### config.mk
export PLATFORM = sky130hd
export DESIGN_NAME = eapol_eap_frame_parser
export DESIGN_NICKNAME = d
export VERILOG_FILES = /design/src/rtl/eapfp_pkg.sv /design/src/rtl/eapfp_queue.sv /design/src/rtl/eapol_eap_frame_parser.sv
export SDC_FILE = /design/constraint.sdc
export NUM_CORES = 1
export LEC_CHECK = 0
export ABC_AREA = 1
export BUFFER_PORTS_ARGS = -buffer_cell sky130_fd_sc_hd__buf_2
export CORE_MARGIN = 5
export CORE_UTILIZATION = 45
export CTS_CLUSTER_DIAMETER = 120
export DETAILED_ROUTE_END_ITERATION = 12
export GPL_TIMING_DRIVEN = 0
export MAX_ROUTING_LAYER = met4
export PLACE_DENSITY = 0.64
export SYNTH_ARGS = -nofsm -noshare
export SYNTH_HDL_FRONTEND = slang
export SYNTH_SLANG_ARGS = --single-unit
### constraint.sdc
create_clock -name clk -period 6.2 [get_ports clk]
set_input_delay 0.62 -clock clk [delete_from_list [all_inputs] [get_ports clk]]
set_output_delay 0.62 -clock clk [all_outputs]
set_load 0.05 [all_outputs]
### src/rtl/eapfp_pkg.sv
// Package for the EAPOL/EAP frame parser: constants, result word type, helper functions.
`default_nettype none

package eapfp_pkg;

    // Default for the saturation point of the byte counter
    localparam int MAX_FRAME_BYTES_DEF = 2048;

    // Byte offsets inside the Ethernet frame
    localparam int POS_ETH_HI   = 12;
    localparam int POS_ETH_LO   = 13;
    localparam int POS_VERSION  = 14;
    localparam int POS_PKT_TYPE = 15;
    localparam int POS_CODE     = 18;
    localparam int POS_ID       = 19;
    localparam int POS_LEN_HI   = 20;
    localparam int POS_LEN_LO   = 21;
    localparam int POS_TYPE     = 22;

    // Smallest frame that holds the full EAP header
    localparam int BASE_FRAME_BYTES = 22;

    // Header constants
    localparam logic [7:0] ETHERTYPE_HI    = 8'h88;
    localparam logic [7:0] ETHERTYPE_LO    = 8'h8E;
    localparam logic [7:0] PKT_TYPE_EAP    = 8'h00;
    localparam logic [7:0] EAP_CODE_REQ    = 8'd1;
    localparam logic [7:0] EAP_CODE_RSP    = 8'd2;
    localparam logic [15:0] HDR_WITH_TYPE  = 16'd5;
    localparam logic [15:0] HDR_NO_TYPE    = 16'd4;

    // Configuration register indexes
    localparam int CFG_IDX_W = 1;
    localparam int CFG_DATA_W = 11;
    localparam logic [CFG_IDX_W-1:0] CFG_MIN_FRAME = 1'b0;
    localparam logic [CFG_IDX_W-1:0] CFG_VERSION   = 1'b1;

    // Reset values of the configuration registers
    localparam logic [10:0] MIN_FRAME_RESET = 11'd22;
    localparam logic [7:0]  VERSION_RESET   = 8'd1;

    // Result item kinds
    localparam logic KIND_PAYLOAD = 1'b0;
    localparam logic KIND_VERDICT = 1'b1;

    // One result word
    typedef struct packed {
        logic        item_kind;
        logic [7:0]  payload_byte;
        logic        accepted;
        logic [7:0]  eap_code;
        logic [7:0]  eap_id;
        logic [15:0] eap_length;
        logic [7:0]  eap_type;
        logic        type_present;
        logic        payload_complete;
        logic        is_last;
    } out_item_t;

    // Request and Response carry a type byte
    function automatic logic code_has_type(input logic [7:0] code);
        return (code == EAP_CODE_REQ) || (code == EAP_CODE_RSP);
    endfunction

    // Payload size: EAP length minus header, floored at zero
    function automatic logic [15:0] payload_size(input logic [7:0] code,
                                                 input logic [15:0] len);
        logic [15:0] hdr;
        hdr = code_has_type(code) ? HDR_WITH_TYPE : HDR_NO_TYPE;
        return (len > hdr) ? (len - hdr) : 16'd0;
    endfunction

endpackage

`default_nettype wire

### src/rtl/eapfp_queue.sv
// Four-entry result queue that takes up to two words per cycle and gives one.
`default_nettype none

module eapfp_queue
    import eapfp_pkg::*;
(
    input  wire logic       clk,
    input  wire logic       rst_n,
    input  wire logic [1:0] push_cnt,
    input  wire out_item_t  item_a,
    input  wire out_item_t  item_b,
    output logic            room,
    output logic            out_valid,
    input  wire logic       out_ready,
    output out_item_t       out_item
);

    localparam int DEPTH = 4;
    localparam int PTR_W = 2;

    out_item_t            entries_reg [DEPTH];
    logic [PTR_W-1:0]     wr_ptr_reg, wr_ptr_next;
    logic [PTR_W-1:0]     rd_ptr_reg, rd_ptr_next;
    logic [PTR_W:0]       count_reg, count_next;
    logic                 pop;

    // Room for two words keeps the input side free of any extra check
    assign room      = (count_reg <= (PTR_W+1)'(DEPTH - 2));
    assign out_valid = (count_reg != '0);
    assign out_item  = entries_reg[rd_ptr_reg];
    assign pop       = out_valid && out_ready;

    // Pointer and fill count update
    always_comb
    begin
        wr_ptr_next = wr_ptr_reg + PTR_W'(push_cnt);
        rd_ptr_next = rd_ptr_reg + PTR_W'(pop);
        count_next  = count_reg + (PTR_W+1)'(push_cnt) - (PTR_W+1)'(pop);
    end

    always_ff @(posedge clk or negedge rst_n)
    begin
        if (!rst_n)
        begin
            wr_ptr_reg <= '0;
            rd_ptr_reg <= '0;
            count_reg  <= '0;
        end
        else
        begin
            wr_ptr_reg <= wr_ptr_next;
            rd_ptr_reg <= rd_ptr_next;
            count_reg  <= count_next;
        end
    end

    // Word storage, no reset needed
    always_ff @(posedge clk)
    begin
        if (push_cnt != 2'd0)
        begin
            entries_reg[wr_ptr_reg] <= item_a;
        end
        if (push_cnt == 2'd2)
        begin
            entries_reg[wr_ptr_reg + PTR_W'(1)] <= item_b;
        end
    end

endmodule

`default_nettype wire

### src/rtl/eapol_eap_frame_parser.sv
// Top level of the EAPOL/EAP frame parser.
//
// Frames enter one byte per word on the s_axis channel, tlast on the final
// byte. Each byte is checked against the ethertype, the EAPOL version
// register and the packet type; EAP code, id, length and type are captured.
// Payload bytes leave on m_axis as they arrive (tuser 0); at frame end one
// verdict word follows (tuser 1, tlast 1) with the accept flag and fields.
// The result words of each accepted byte are registered in the result queue.
// Throughput is one byte per cycle while s_axis_tready is high; a final byte
// that also carries payload gives two words, and the four-word result queue
// absorbs the extra one. s_axis_tready drops while the queue holds three or
// more words; header bytes give no word, so a stalled receiver holds the
// input only after at most three word-producing bytes have been taken.
// Configuration writes (cfg_we) take effect at the next clock edge; write
// only while no frame is in progress.
// Reset clears all frame state and the queue and loads the register defaults
// (minimum frame 22 bytes, EAPOL version 1).
`default_nettype none

module eapol_eap_frame_parser
    import eapfp_pkg::*;
#(
    parameter int MAX_FRAME_BYTES = MAX_FRAME_BYTES_DEF
)
(
    input  wire logic                 clk,
    input  wire logic                 rst_n,
    // Configuration write port
    input  wire logic                 cfg_we,
    input  wire logic [CFG_IDX_W-1:0] cfg_index,
    input  wire logic [CFG_DATA_W-1:0] cfg_data,
    // Input stream
    input  wire logic                 s_axis_tvalid,
    output logic                      s_axis_tready,
    input  wire logic [7:0]           s_axis_tdata,   // [7:0] rx_byte
    input  wire logic                 s_axis_tlast,   // frame_end
    // Result stream
    output logic                      m_axis_tvalid,
    input  wire logic                 m_axis_tready,
    output logic [55:0]               m_axis_tdata,   // payload_byte, accepted, eap_code,
                                                      // eap_id, eap_length, eap_type,
                                                      // type_present, payload_complete, 0 pad
    output logic                      m_axis_tuser,   // item_kind
    output logic                      m_axis_tlast    // is_last
);

    localparam int POS_W = $clog2(MAX_FRAME_BYTES + 1);
    localparam logic [POS_W-1:0] POS_MAX = POS_W'(MAX_FRAME_BYTES);

    // Configuration registers
    logic [10:0]      min_frame_reg;
    logic [7:0]       version_reg;

    // Frame state
    logic [POS_W-1:0] pos_reg, pos_next;
    logic             reject_reg, reject_next;
    logic [7:0]       eth_hi_reg, eth_hi_next;
    logic [7:0]       code_reg, code_next;
    logic [7:0]       id_reg, id_next;
    logic [15:0]      length_reg, length_next;
    logic [7:0]       type_reg, type_next;
    logic [POS_W-1:0] pcount_reg, pcount_next;

    logic             in_fire;
    logic [7:0]       rx_byte;
    logic             frame_end;
    logic             emit_payload;
    logic             has_type_old;
    logic             has_type_new;
    logic [15:0]      psize_old;
    logic [15:0]      psize_new;
    logic [POS_W-1:0] offset;
    logic             frame_ok;
    logic [1:0]       push_cnt;
    logic             q_room;
    out_item_t        pay_item;
    out_item_t        verdict_item;
    out_item_t        item_a;
    out_item_t        out_item;

    assign rx_byte   = s_axis_tdata;
    assign frame_end = s_axis_tlast;
    assign in_fire   = s_axis_tvalid && s_axis_tready;
    assign s_axis_tready = q_room;

    // Configuration writes
    always_ff @(posedge clk or negedge rst_n)
    begin
        if (!rst_n)
        begin
            min_frame_reg <= MIN_FRAME_RESET;
            version_reg   <= VERSION_RESET;
        end
        else if (cfg_we)
        begin
            case (cfg_index)
                CFG_MIN_FRAME: min_frame_reg <= cfg_data;
                CFG_VERSION:   version_reg   <= cfg_data[7:0];
                default:       ;
            endcase
        end
    end

    // Per-byte header decode, capture and payload selection
    always_comb
    begin
        has_type_old = code_has_type(code_reg);
        psize_old    = payload_size(code_reg, length_reg);
        offset       = has_type_old ? POS_W'(POS_TYPE + 1) : POS_W'(POS_TYPE);

        pos_next     = pos_reg;
        reject_next  = reject_reg;
        eth_hi_next  = eth_hi_reg;
        code_next    = code_reg;
        id_next      = id_reg;
        length_next  = length_reg;
        type_next    = type_reg;
        pcount_next  = pcount_reg;
        emit_payload = 1'b0;

        if (pos_reg >= POS_MAX)
        begin
            // Oversize: count holds, frame is rejected
            reject_next = 1'b1;
        end
        else
        begin
            if (pos_reg == POS_W'(POS_ETH_HI))
            begin
                eth_hi_next = rx_byte;
            end
            else if (pos_reg == POS_W'(POS_ETH_LO))
            begin
                if (eth_hi_reg != ETHERTYPE_HI || rx_byte != ETHERTYPE_LO)
                begin
                    reject_next = 1'b1;
                end
            end
            else if (pos_reg == POS_W'(POS_VERSION))
            begin
                if (rx_byte != version_reg)
                begin
                    reject_next = 1'b1;
                end
            end
            else if (pos_reg == POS_W'(POS_PKT_TYPE))
            begin
                if (rx_byte != PKT_TYPE_EAP)
                begin
                    reject_next = 1'b1;
                end
            end
            else if (pos_reg == POS_W'(POS_CODE))
            begin
                code_next = rx_byte;
            end
            else if (pos_reg == POS_W'(POS_ID))
            begin
                id_next = rx_byte;
            end
            else if (pos_reg == POS_W'(POS_LEN_HI))
            begin
                length_next = {rx_byte, 8'h00};
            end
            else if (pos_reg == POS_W'(POS_LEN_LO))
            begin
                length_next = {length_reg[15:8], length_reg[7:0] | rx_byte};
            end
            else if (pos_reg == POS_W'(POS_TYPE) && has_type_old)
            begin
                type_next = rx_byte;
            end

            // Forward payload while the header is good and bytes remain
            if (pos_reg >= offset && !reject_next && (16'(pcount_reg) < psize_old))
            begin
                emit_payload = 1'b1;
                pcount_next  = pcount_reg + POS_W'(1);
            end
            pos_next = pos_reg + POS_W'(1);
        end

        // Verdict uses the state as updated by this byte
        has_type_new = code_has_type(code_next);
        psize_new    = payload_size(code_next, length_next);
        frame_ok     = !reject_next
                       && (16'(pos_next) >= 16'(min_frame_reg))
                       && (16'(pos_next) >= 16'(BASE_FRAME_BYTES))
                       && (!has_type_new || (16'(pos_next) >= 16'(BASE_FRAME_BYTES + 1)));
    end

    // Result words
    always_comb
    begin
        pay_item              = '0;
        pay_item.item_kind    = KIND_PAYLOAD;
        pay_item.payload_byte = rx_byte;

        verdict_item           = '0;
        verdict_item.item_kind = KIND_VERDICT;
        verdict_item.is_last   = 1'b1;
        if (frame_ok)
        begin
            verdict_item.accepted         = 1'b1;
            verdict_item.eap_code         = code_next;
            verdict_item.eap_id           = id_next;
            verdict_item.eap_length       = length_next;
            verdict_item.eap_type         = has_type_new ? type_next : 8'd0;
            verdict_item.type_present     = has_type_new;
            verdict_item.payload_complete = (psize_new != 16'd0)
                                            && (16'(pcount_next) == psize_new);
        end

        item_a   = emit_payload ? pay_item : verdict_item;
        push_cnt = in_fire ? (2'(emit_payload) + 2'(frame_end)) : 2'd0;
    end

    // Frame state registers; cleared after the final byte
    always_ff @(posedge clk or negedge rst_n)
    begin
        if (!rst_n)
        begin
            pos_reg    <= '0;
            reject_reg <= 1'b0;
            eth_hi_reg <= '0;
            code_reg   <= '0;
            id_reg     <= '0;
            length_reg <= '0;
            type_reg   <= '0;
            pcount_reg <= '0;
        end
        else if (in_fire)
        begin
            if (frame_end)
            begin
                pos_reg    <= '0;
                reject_reg <= 1'b0;
                eth_hi_reg <= '0;
                code_reg   <= '0;
                id_reg     <= '0;
                length_reg <= '0;
                type_reg   <= '0;
                pcount_reg <= '0;
            end
            else
            begin
                pos_reg    <= pos_next;
                reject_reg <= reject_next;
                eth_hi_reg <= eth_hi_next;
                code_reg   <= code_next;
                id_reg     <= id_next;
                length_reg <= length_next;
                type_reg   <= type_next;
                pcount_reg <= pcount_next;
            end
        end
    end

    // Result queue between the parser and the output channel
    eapfp_queue u_queue (
        .clk       (clk),
        .rst_n     (rst_n),
        .push_cnt  (push_cnt),
        .item_a    (item_a),
        .item_b    (verdict_item),
        .room      (q_room),
        .out_valid (m_axis_tvalid),
        .out_ready (m_axis_tready),
        .out_item  (out_item)
    );

    // Output packing
    assign m_axis_tdata = {5'd0,
                           out_item.payload_complete,
                           out_item.type_present,
                           out_item.eap_type,
                           out_item.eap_length,
                           out_item.eap_id,
                           out_item.eap_code,
                           out_item.accepted,
                           out_item.payload_byte};
    assign m_axis_tuser = out_item.item_kind;
    assign m_axis_tlast = out_item.is_last;

endmodule

`default_nettype wire
### Yosys cells after proc, flatten, opt, wreduce, memory -nomap -nowiden

Memories as Yosys holds them, arrays and structs flattened.
Cells that the tools add are included.

| storage, ports and cells | value |
|---|---|
| register bits | 99 |
| bits in writable memories | 212 |
| output and inout bits | 60 |
| memories kept | 1 |

| cells by class | value |
|---|---|
| add/subtract/negate cells | 10 |
| $lt $le $gt $ge | 9 |
| eq/ne operators | 19 |
| mux-type cells | 69 |
| bitwise logic cells | 2 |
| reduce and logical (&&, ||, !) cells | 24 |

Memories:

| memory | depth | width | rd ports | clocked after Yosys merged registers in | wr ports | RTL line | text |
|---|---|---|---|---|---|---|---|
| u_queue.entries_reg | 4 | 53 | 1 | 0 | 2 | eapfp_queue.sv:21 | `out_item_t entries_reg [DEPTH];` |

Operators with widths:

| cell | number |
|---|---|
| $mux 8 | 31 |
| $mux 16 | 11 |
| $eq 12x5->1 const B | 5 |
| $mux 12 | 5 |
| $mux 53 | 1 |
| $eq 12x4->1 const B | 4 |
| $mux 43 | 1 |
| $gt 16x3->1 | 2 |
| $sub 16x3->16 | 2 |
| $add 12x1->12 const B | 2 |
| $ge 12x5->1 const B | 2 |
| $mux 1 | 19 |
| $eq 12x16->1 | 1 |
| $eq 8x1->1 const B | 2 |
| $eq 8x2->1 const B | 2 |
| $lt 12x16->1 | 1 |
| $ne 8x8->1 const B | 2 |
| $reduce_bool 16->1 | 1 |
| $ge 12x11->1 | 1 |
| $ge 12x12->1 const B | 1 |
| $ge 12x5->1 | 1 |
| $logic_and 1x1->1 | 9 |
| $ne 8x8->1 | 1 |
| $or 8x8->8 | 1 |
| other kinds (18) | 25 |

### Longest topological paths before layout

Gate-level depths: netlist of the first run.

| logic depth | value |
|---|---|
| depth after elaboration | 17 |
| gate-level depth with buffers | 38 |
| depth with buffers taken out | 35 |

### Cells and area by module

From an unflattened synthesis of the first run, not the netlist that was laid out.

| second synthesis, totals | value |
|---|---|
| cells, all modules | 2274 |
| area, all modules | 18049.8 um2 |

By module, submodules not included:

| module | times used | cells an instance | area an instance (um2) | seq. area each (um2) |
|---|---|---|---|---|
| eapfp_queue | 1 | 1145 | 10680.2 | 6541.3 |
| eapol_eap_frame_parser | 1 | 1129 | 7369.6 | 2307.2 |

### Least setup slack after synthesis of the first run

Ideal clock, no wire load.

| timing | value |
|---|---|
| path kind | register to register |
| start point | reg code_reg[7] |
| end point | mem u_queue.entries_reg[1][10] in the netlist's numbering (data pin) |
| library setup time | 0.140 ns |
| arrival time | 6.272 ns |
| slack | -0.212 ns |
| cell stages (with the launch flop) | 37 |
| buffers on the path | 3 |
| clock period less this slack | 6.412 ns |
| cells stage by stage | dfrtp_1 inv_1 nand4_1 a211oi_1 ha_1 ha_1 inv_1 nand2_1 nand2_1 nand2_1 nand3_1 clkbuf_1 nand3_1 ha_1 a21oi_1 nor2_1 a211oi_1 nand2_1 nand2_1 nand3_1 inv_1 buf_2 ha_1 inv_1 nor2_1 inv_1 nor2_1 inv_1 nor3_1 or2_2 clkbuf_1 o21ai_0 inv_1 nand2_8 inv_4 nand2_4 nor2_1 |

RTL lines:

| item | RTL line | text |
|---|---|---|
| start, declared | eapol_eap_frame_parser.sv:58 | `logic [7:0] code_reg, code_next;` |
| start signal, assigned | eapol_eap_frame_parser.sv:250 | `code_reg <= code_next;` |
| end, declared | eapfp_queue.sv:21 |  |

==> results of run 1 <==
-- per-stage QoR --
step / TNS (ns) / cell area [µm²]
4_1_cts: 0 / 18200
3_5_place_dp: -255.65 / 17000
6_report: 0 / 18300
3_3_place_gp: -376.81 / 17000
2_1_floorplan: 0 / 16000
5_1_grt: -0.0699 / 18300
-- Yosys cell counts, types with 13 or more instances --
| cell | n |
|---|---|
| dfxtp_1 | 36 |
| o21ai_1 | 13 |
| clkbuf_1 | 66 |
| o22ai_1 | 111 |
| nor3_1 | 24 |
| xor2_1 | 17 |
| nand4_1 | 28 |
| ha_1 | 38 |
| inv_1 | 208 |
| nor2_1 | 333 |
| buf_6 | 15 |
| a21oi_1 | 41 |
| edfxtp_1 | 172 |
| nand3_1 | 84 |
| dfrtp_1 | 95 |
| o21ai_0 | 193 |
| nand2_1 | 296 |
-- how the worst max path moves through the flow --
| stage | from | endpoint | cells past startpoint |
|---|---|---|---|
| after CTS | code_reg[2]$_DFFE_PN0P_ | u_queue.entries_reg[2][9]$_DFFE_PP_ | 36 |
| final | code_reg[7]$_DFFE_PN0P_ | u_queue.entries_reg[3][6]$_DFFE_PP_ | 36 |
| after detailed placement | code_reg[7]$_DFFE_PN0P_ | u_queue.entries_reg[1][8]$_DFFE_PP_ | 36 |
| after global placement | code_reg[7]$_DFFE_PN0P_ | u_queue.entries_reg[3][9]$_DFFE_PP_ | 36 |
| after global routing | code_reg[7]$_DFFE_PN0P_ | u_queue.entries_reg[0][3]$_DFFE_PP_ | 36 |
| after floorplan | code_reg[7]$_DFFE_PN0P_ | u_queue.entries_reg[1][10]$_DFFE_PP_ | 36 |
-- layout make-up --
| cell class | count | area [µm²] |
|---|---|---|
| Inverter | 228 | 866 |
| Buffer | 91 | 553 |
| Tap cell | 461 | 577 |
| Clock buffer | 45 | 933 |
| Fill cell | 3289 | 17000 |
| Multi-Input combinational cell | 1252 | 6400 |
| Clock inverter | 13 | 96.3 |
| Timing Repair Buffer | 88 | 520 |
| Sequential cell | 307 | 8370 |
-- cell families (layout without fill, tap and decap cells) --
family / count (synthesis) / count (layout) / share of synthesized area [%]
flops: 307 / 307 / 52.3
compound gates: 375 / 375 / 13.0
xor+xnor: 27 / 27 / 1.48
other cells: 1 / 5 / 0.0234
simple gates: 803 / 805 / 21.6
fa+ha+maj: 39 / 39 / 3.09
buf+inv: 320 / 465 / 8.45
mux: 1 / 1 / 0.0625
-- repair_timing --
action | 4_1_cts | 5_1_grt
hold buffers | 0 | 0
setup buffers | 1 | 4
gates cloned | 4 | 4
pin swaps | 1 | 2
gates resized for setup | 15 | 19
setup endpoints to repair | 380 | 198
-- layer usage --
layer	up-vias	track usage, %
li1	6535	-
met1	6517	31.6
met2	444	39.6
met3	98	2.68
met4	0	6.59
met5	-	-
-- cell usage in the layout, fill, tap and decap left out, drive strengths merged, types with 10 or more instances in the layout --
| cell | netlist | routed |
|---|---|---|
| nand2 | 306 | 306 |
| xnor2 | 10 | 10 |
| nand4 | 29 | 29 |
| dfxtp | 36 | 36 |
| nor3 | 26 | 26 |
| clkinv | 6 | 16 |
| ha | 38 | 38 |
| a21oi | 41 | 41 |
| nand3 | 88 | 88 |
| o22ai | 111 | 111 |
| dfrtp | 95 | 95 |
| nor2 | 341 | 341 |
| edfxtp | 172 | 172 |
| buf | 26 | 112 |
| xor2 | 17 | 17 |
| inv | 222 | 223 |
| clkbuf | 66 | 112 |
| o21ai | 211 | 211 |
==> reports/qor.txt, run 1 <==
Slowest stage delay, CP: 0.38 ns
CP max FO: 13
Worst-Skew Late Latency: 0.51 ns
CP Buf/Inv Count: 11
Initial antenna violation count: 0
Seq/Total Area, Yosys: 52.3%
Clock sinks: 307
Place WS: -1.44 ns
Inserted Diodes: 0
DR WL met2: 22800 µm
Primary FF master, synth: edfxtp_1
FF-to-FF Start: code_reg[7]$_DFFE_PN0P_
Rows: 69
GR Overflow Total: 0
PnR worst setup slack: 0.489 ns
Final Non-Filler Cells: 2485
Synth area leaders: edfxtp_1 32%, dfrtp_1 15%, nor2_1 7.8%
Core region area: 35300 µm²
CTS H-Tree Depth: 2
Initial core utilization: 45.3%
Syn avg cell area: 8.55 µm²
CTS tree: done
Fin util: 51.9%
First-pass GRT wire length: 72700 µm
R2R depth: 36
Die H: 199 µm
Synth cell types: 50
Vias per cell: 5.47
Cells after synthesis: 1873
Nets: 2067
Synthesized flop and latch total: 307
Total Routing Usage GR: 24.0%
CP Data Arrival Time: 6.07 ns
R2R setup slack: 0.49 ns
Antenna-violating nets left: 0
Reg-to-reg endpoint: u_queue.entries_reg[3][6]$_DFFE_PP_
Measured slew at the worst slew-check pin: 0.903 ns
Fraction of layout cells with a size suffix above 1: 11.8%
Wire length on met3: 2590 µm
Clock Skew: 0.00954 ns
Post-synth top area share: 32.3%
CTS buffer count: 34
Slew headroom: 39.7%
DIE AREA: 39400 µm²
Worst-path cell with the longest stage delay: dfrtp_1
Most Frequent Cell on Critical Path: inv_1
Drt pass-1 iters: 7
Critical Path Sink Type: flip-flop
# port buffers: 76
Max reg flops: 208
Max capacitance violation total: 0
HP Class: in2async
Via count: 13600
Layout Area Growth over Synthesis: 14.4%
Area leader, netlist: edfxtp_1
Root buffer cell: clkbuf_16
Maximum clock path buffer count: 3
Dpl cells: 2415
Die W: 199 µm
Drt drc: 0
Family with the most delay on the worst path: simple AND/OR/NAND/NOR gates
Async SR Flop Fraction: 32.2%
Post-Syn Area: 16000 µm²
Routed WL: 47100 µm
Final setup vio count: 0
Number of synthesized flops with an enable pin: 172
WL met1: 20400 µm
Worst EP required: 6.56 ns
Status: finished clean
Final Wtd Congestion: 0.946
Routed length per instance: 19.0 µm
Vias in the first global route: 13100
Post-DP HPWL: 32200 µm
Yosys warns: 0
WHS: 0.0982 ns
# IOs: 86
Max Transition Viols Final: 0
Uppermost layer routed: met4
Minimum clock period: 5.71 ns
Fmax achieved: 175 MHz
CTS clk-pin slew, worst paths: 0.06 ns
CP startpoint kind: flip-flop
Largest net degree at the start of global routing: 60
Critical path class: reg2reg
DR iter-0 viols: 1047
Final hold violation count: 0
Tcrit/Tclk final: 92.1%
Power of run 1 is not shown: default switching activity piles up to over one toggle a cycle in this logic, so the estimate is an artifact.
==> run 2: changes to the inputs <==
- PLACE_DENSITY: 0.64 -> 0.62
==> run 2 against run 1 <==
  * First-iteration DRC count fell by 15%
  * Via count is 0.17% lower
  * Worst setup slack worse by 0.064 ns
  * Wire length is essentially flat
  * Hold slack improved by 0.11 ns
  * Clock skew rose by 0.0027 ns
  * Count of clock-buffer cells in the layout is 10 higher
  * Die area unchanged
  * Final cell count increased by 0.12%
  * Global-route usage grew 0.35 points
  * Non-clock buffer count down 1
  * Critical path depth unchanged
==> reports/qor.txt, run 2 (same netlist as run 1, synthesis figures left out) <==
Clock Skew: 0.0122 ns (+0.00267 ns)
Nets: 2066 (-0.048%)
Vias in the first global route: 13200 (+0.71%)
Layout Area Growth over Synthesis: 14.6%
Max Transition Viols Final: 0 (unchanged)
CTS tree: done
Minimum clock period: 5.77 ns (+0.0636 ns)
First-pass GRT wire length: 73200 µm (+0.72%)
Die W: 199 µm (unchanged)
CTS buffer count: 35 (+2.9%)
Root buffer cell: clkbuf_16
Clock sinks: 307 (unchanged)
Critical path class: reg2reg
Initial core utilization: 45.3% (unchanged)
Status: finished clean
Final setup vio count: 0 (unchanged)
Fin Setup TNS: 0 ns (unchanged)
Final Wtd Congestion: 0.948 (+0.23%)
Worst-Skew Late Latency: 0.53 ns (+0.02 ns)
Final hold violation count: 0 (unchanged)
Largest net degree at the start of global routing: 63 (+5.0%)
DIE AREA: 39400 µm² (unchanged)
Slew headroom: 37.7% (-1.9 points)
Drt pass-1 iters: 5 (-2)
Total Routing Usage GR: 24.3% (+0.35 points)
Maximum clock path buffer count: 3 (unchanged)
PnR worst setup slack: 0.426 ns (-0.0636 ns)
WHS: 0.211 ns (+0.113 ns)
Rows: 69 (unchanged)
# IOs: 86 (unchanged)
Core region area: 35300 µm² (unchanged)
Fraction of layout cells with a size suffix above 1: 11.5% (-0.31 points)
Family with the most delay on the worst path: simple AND/OR/NAND/NOR gates
CP max FO: 13 (unchanged)
Worst-path cell with the longest stage delay: dfrtp_1
CTS H-Tree Depth: 2 (unchanged)
Most Frequent Cell on Critical Path: inv_1
# port buffers: 76 (unchanged)
R2R setup slack: 0.43 ns (-0.06 ns)
CP Buf/Inv Count: 11 (unchanged)
Commonest non-fill, non-tap cell in the layout: nor2_1
Post-DP HPWL: 32600 µm (+1.2%)
Worst EP required: 6.57 ns (about the same)
Most frequent cells in the layout: 331 x nor2_1, 295 x nand2_1, 207 x inv_1
Measured slew at the worst slew-check pin: 0.932 ns (+0.0290 ns)
Critical Path Sink Type: flip-flop
CP startpoint kind: flip-flop
CP Data Arrival Time: 6.15 ns (+0.08 ns)
Antenna-violating nets left: 0 (unchanged)
Via count: 13600 (-0.17%)
HP Class: in2async
CTS clk-pin slew, worst paths: 0.06 ns (about the same)
Fmax achieved: 173 MHz (-1.1%)
Routed WL: 47100 µm (about the same)
Drt drc: 0 (unchanged)
Vias per cell: 5.45 (-0.29%)
Place WS: -1.05 ns (+0.396 ns)
Max capacitance violation total: 0 (unchanged)
Inserted Diodes: 0 (unchanged)
Max reg flops: 208 (unchanged)
Routed length per instance: 18.9 µm (-0.14%)
Die H: 199 µm (unchanged)
Tcrit/Tclk final: 93.1% (+1.0 points)
Slowest stage delay, CP: 0.38 ns (about the same)
Initial antenna violation count: 0 (unchanged)
GR Overflow Total: 0 (unchanged)
DR iter-0 viols: 889 (-15%)
[run 2: cell count changes in the layout (fill, tap and decap cells not counted), sizes merged]
cell / previous run / this run
clkbuf: 112 / 122
clkinv: 16 / 12
buf: 112 / 111
clkinvlp: 1 / 0
or2: 8 / 7
[run 2: cell type report]
type                    instances  area (µm²)
clock buffers                  55        1020
repair buffers                 87         513
well taps                     461         577
clock inverters                 8        77.6
plain buffers                  91         553
flip-flops and latches        307        8370
fillers                      3314       17000
multi-input cells            1251        6370
inverters                     228         866
[run 2: metrics by stage]
stage	instances	area, µm²	utilization (%)
floorplan	1877	16000	-
global placement	2414	17000	48.1
global route	2488	18300	52.0
CTS	2481	18200	51.7
detailed placement	2416	17000	48.3
finish	2488	18300	52.0
[run 2: worst reg2reg max path, delay by kind of cell (launching register included)]
kind / cells / cell delay [ns]
buffers and inverters: 11 / 1.39
adder cells (fa/ha/maj): 4 / 0.82
AND/OR/NAND/NOR: 17 / 2.28
AO/OA/AOI/OAI: 4 / 0.78
flip-flops: 1 / 0.38
[run 2: layer usage]
metal	global-route usage [%]	vias up	routed length [µm]
met5	-	-	0
met1	32.2	6476	20300
met3	3.20	88	2860
met2	39.3	470	22500
li1	-	6537	-
met4	7.57	0	1500
[run 2: final timing paths]
| check | from | end | depth (start not counted) |
|---|---|---|---|
| worst max-delay path | code_reg[5]$_DFFE_PN0P_ | u_queue.entries_reg[3][6]$_DFFE_PP_ | 36 |
| worst min-delay path | rst_n | pcount_reg[11]$_DFFE_PN0P_ | 1 |
| worst max register to register | code_reg[5]$_DFFE_PN0P_ | u_queue.entries_reg[3][6]$_DFFE_PP_ | 36 |
| worst min register to register | u_queue.entries_reg[2][0]$_SDFFE_PP1P_ | u_queue.entries_reg[2][0]$_SDFFE_PP1P_ | 2 |
| max in group asynchronous | rst_n | eth_hi_reg[3]$_DFFE_PN0P_ | 2 |
| min in group clk | cfg_data[0] | version_reg[0]$_DFFE_PN1P_ | 3 |
[run 2: timing repair]
action                                  4_1_cts  5_1_grt
setup buffers                                 0        5
hold buffers                                  0        0
gates resized for setup                      11       16
pin swaps                                     1        3
endpoints found under the setup margin      380      195
cloned                                        3        2
Power of run 2 is left out for the same reason.
==> run 3: changes to the inputs <==
- PLACE_DENSITY: 0.62 -> 0.6
- clock period: 6.2 -> 6.1 ns (I/O delays scaled with it)
==> run 3 against run 2 <==
  * Hold slack worse by 0.16 ns
  * Fmax is 0.65% lower
  * Die area did not move
  * Clock skew increased by 0.017 ns
  * Critical endpoint is now u_queue.entries_reg[0][9]$_DFFE_PP_
  * Largest cell class unchanged
==> reports/qor.txt, run 3 (same netlist as run 1, synthesis figures left out) <==
Clock sinks: 307 (unchanged)
# IOs: 86 (unchanged)
Global Route met3 Usage: 3.29% (+0.085 points)
Drt pass-1 iters: 5 (unchanged)
Layout Area Growth over Synthesis: 15.6%
Critical Path Sink Type: flip-flop
CP max FO: 13 (unchanged)
Largest net degree at the start of global routing: 67 (+6.3%)
Final setup vio count: 0 (unchanged)
Total Routing Usage GR: 24.4% (+0.11 points)
Commonest non-fill, non-tap cell in the layout: nor2_1
Max capacitance violation total: 0 (unchanged)
CTS tree: done
CP startpoint: code_reg[0]$_DFFE_PN0P_
Most frequent cells in the layout: 330 x nor2_1, 294 x nand2_1, 205 x inv_1
Fmax achieved: 172 MHz (-0.65%)
Maximum clock path buffer count: 3 (unchanged)
GR Overflow Total: 0 (unchanged)
Die H: 199 µm (unchanged)
Post-DP HPWL: 32900 µm (+0.95%)
Worst-Skew Late Latency: 0.53 ns (about the same)
Worst setup endpoint: u_queue.entries_reg[0][9]$_DFFE_PP_
Measured slew at the worst slew-check pin: 0.995 ns (+0.0624 ns)
Slowest stage delay, CP: 0.43 ns (+0.05 ns)
Fin Setup TNS: 0 ns (unchanged)
Routed WL: 47500 µm (+0.80%)
Drt drc: 0 (unchanged)
Fraction of layout cells with a size suffix above 1: 12.1% (+0.62 points)
Antenna-violating nets left: 0 (unchanged)
Initial antenna violation count: 0 (unchanged)
CTS clk-pin slew, worst paths: 0.06 ns (about the same)
First-pass GRT wire length: 73500 µm (+0.45%)
Dpl cells: 2416 (unchanged)
Final Wtd Congestion: 0.926 (-2.4%)
Die W: 199 µm (unchanged)
Minimum clock period: 5.81 ns (+0.0380 ns)
CP Data Arrival Time: 6.18 ns (+0.03 ns)
Status: finished clean
Routed length per instance: 19.1 µm (+0.63%)
Final hold violation count: 0 (unchanged)
Slew headroom: 33.6% (-4.2 points)
Inserted Diodes: 0 (unchanged)
Nets: 2069 (+0.15%)
CTS buffer count: 36 (+2.9%)
Max Transition Viols Final: 0 (unchanged)
CTS H-Tree Depth: 2 (unchanged)
Worst EP required: 6.46 ns (-0.11 ns)
GR Util met1: 32.7% (+0.59 points)
DIE AREA: 39400 µm² (unchanged)
# hold bufs at CTS: 0 (unchanged)
CP startpoint kind: flip-flop
Fill count: 3262 (-1.6%)
R2R depth: 31 (-14%)
Final Non-Filler Cells: 2492 (+0.16%)
Worst-path cell with the longest stage delay: dfrtp_1
Most Frequent Cell on Critical Path: ha_1
R2R setup slack: 0.29 ns (-0.14 ns)
# port buffers: 76 (unchanged)
Vias in the first global route: 13000 (-1.0%)
HP Class: in2async
Vias per cell: 5.43 (-0.39%)
FF-to-FF Start: code_reg[0]$_DFFE_PN0P_
Reg-to-reg endpoint: u_queue.entries_reg[0][9]$_DFFE_PP_
Crit path depth: 31 (-14%)
Initial core utilization: 45.3% (unchanged)
Rows: 69 (unchanged)
CP Buf/Inv Count: 8 (-3)
Root buffer cell: clkbuf_16
Tcrit/Tclk final: 95.3% (+2.1 points)
DR iter-0 viols: 1028 (+16%)
Core region area: 35300 µm² (unchanged)
Family with the most delay on the worst path: simple AND/OR/NAND/NOR gates
Clock Skew: 0.0291 ns (+0.0169 ns)
Global Route met2 Usage: 39.2% (-0.13 points)
Layer with the highest usage: met2
Via count: 13500 (-0.23%)
Max reg flops: 208 (unchanged)
Critical path class: reg2reg
==> run 3: cell types whose count changed in the layout (fill, tap and decap cells not counted), moves of 2 or more <==
cell,previous run,this run
inv_1,207,205
clkbuf_8,7,3
clkinvlp_4,0,3
clkinv_4,0,2
clkinv_1,8,14
nor3_2,5,3
inv_6,1,3
bufinv_16,1,5
nor3_1,19,21
clkbuf_1,74,63
inv_2,11,13
==> run 3: repair_timing <==
item | CTS | global route
setup endpoints to repair | 381 | 192
gates resized for setup | 18 | 14
setup buffers | 1 | 5
gates cloned | 4 | 2
pin swaps | 2 | 2
hold endpoints to repair | 0 | 0
==> run 3: metal layers <==
layer	vias up	share of wire (%)
met5	-	0
li1	6542	-
met3	96	6.1
met4	0	2.8
met1	6471	44
met2	431	47
==> run 3: final cells by class <==
| type | count | area, µm² | area share [%] |
|---|---|---|---|
| well taps | 461 | 577 | 3.12 |
| flip-flops and latches | 307 | 8370 | 45.2 |
| inverters | 228 | 866 | 4.68 |
| clock inverters | 27 | 303 | 1.64 |
| plain buffers | 91 | 553 | 2.99 |
| clock buffers | 38 | 908 | 4.91 |
| multi-input cells | 1251 | 6380 | 34.5 |
| repair buffers | 89 | 539 | 2.92 |
==> run 3: through the flow <==
step | hold slack (ns) | setup slack, ns | utilization (%) | area, µm²
finish | 0.0546 | 0.288 | 52.4 | 18500
global route | 0.0855 | -0.0129 | 52.4 | 18500
CTS | 0.0639 | 0.0213 | 52.1 | 18400
detailed placement | 0.435 | -1.18 | 48.3 | 17000
global placement | 0.433 | -1.73 | 48.1 | 17000
floorplan | 0.314 | 0.521 | - | 16000
==> run 3: worst min-delay path by stage <==
stage,cells after the start,startpoint,to
after floorplan,0,rst_n,code_reg[0]$_DFFE_PN0P_
after global placement,2,u_queue.entries_reg[1][0]$_SDFFE_PP1P_,u_queue.entries_reg[1][0]$_SDFFE_PP1P_
after detailed placement,2,u_queue.entries_reg[1][0]$_SDFFE_PP1P_,u_queue.entries_reg[1][0]$_SDFFE_PP1P_
after CTS,1,rst_n,pcount_reg[3]$_DFFE_PN0P_
after global routing,1,rst_n,pos_reg[9]$_DFFE_PN0P_
final,1,rst_n,pcount_reg[7]$_DFFE_PN0P_
Power of run 3 is left out for the same reason.
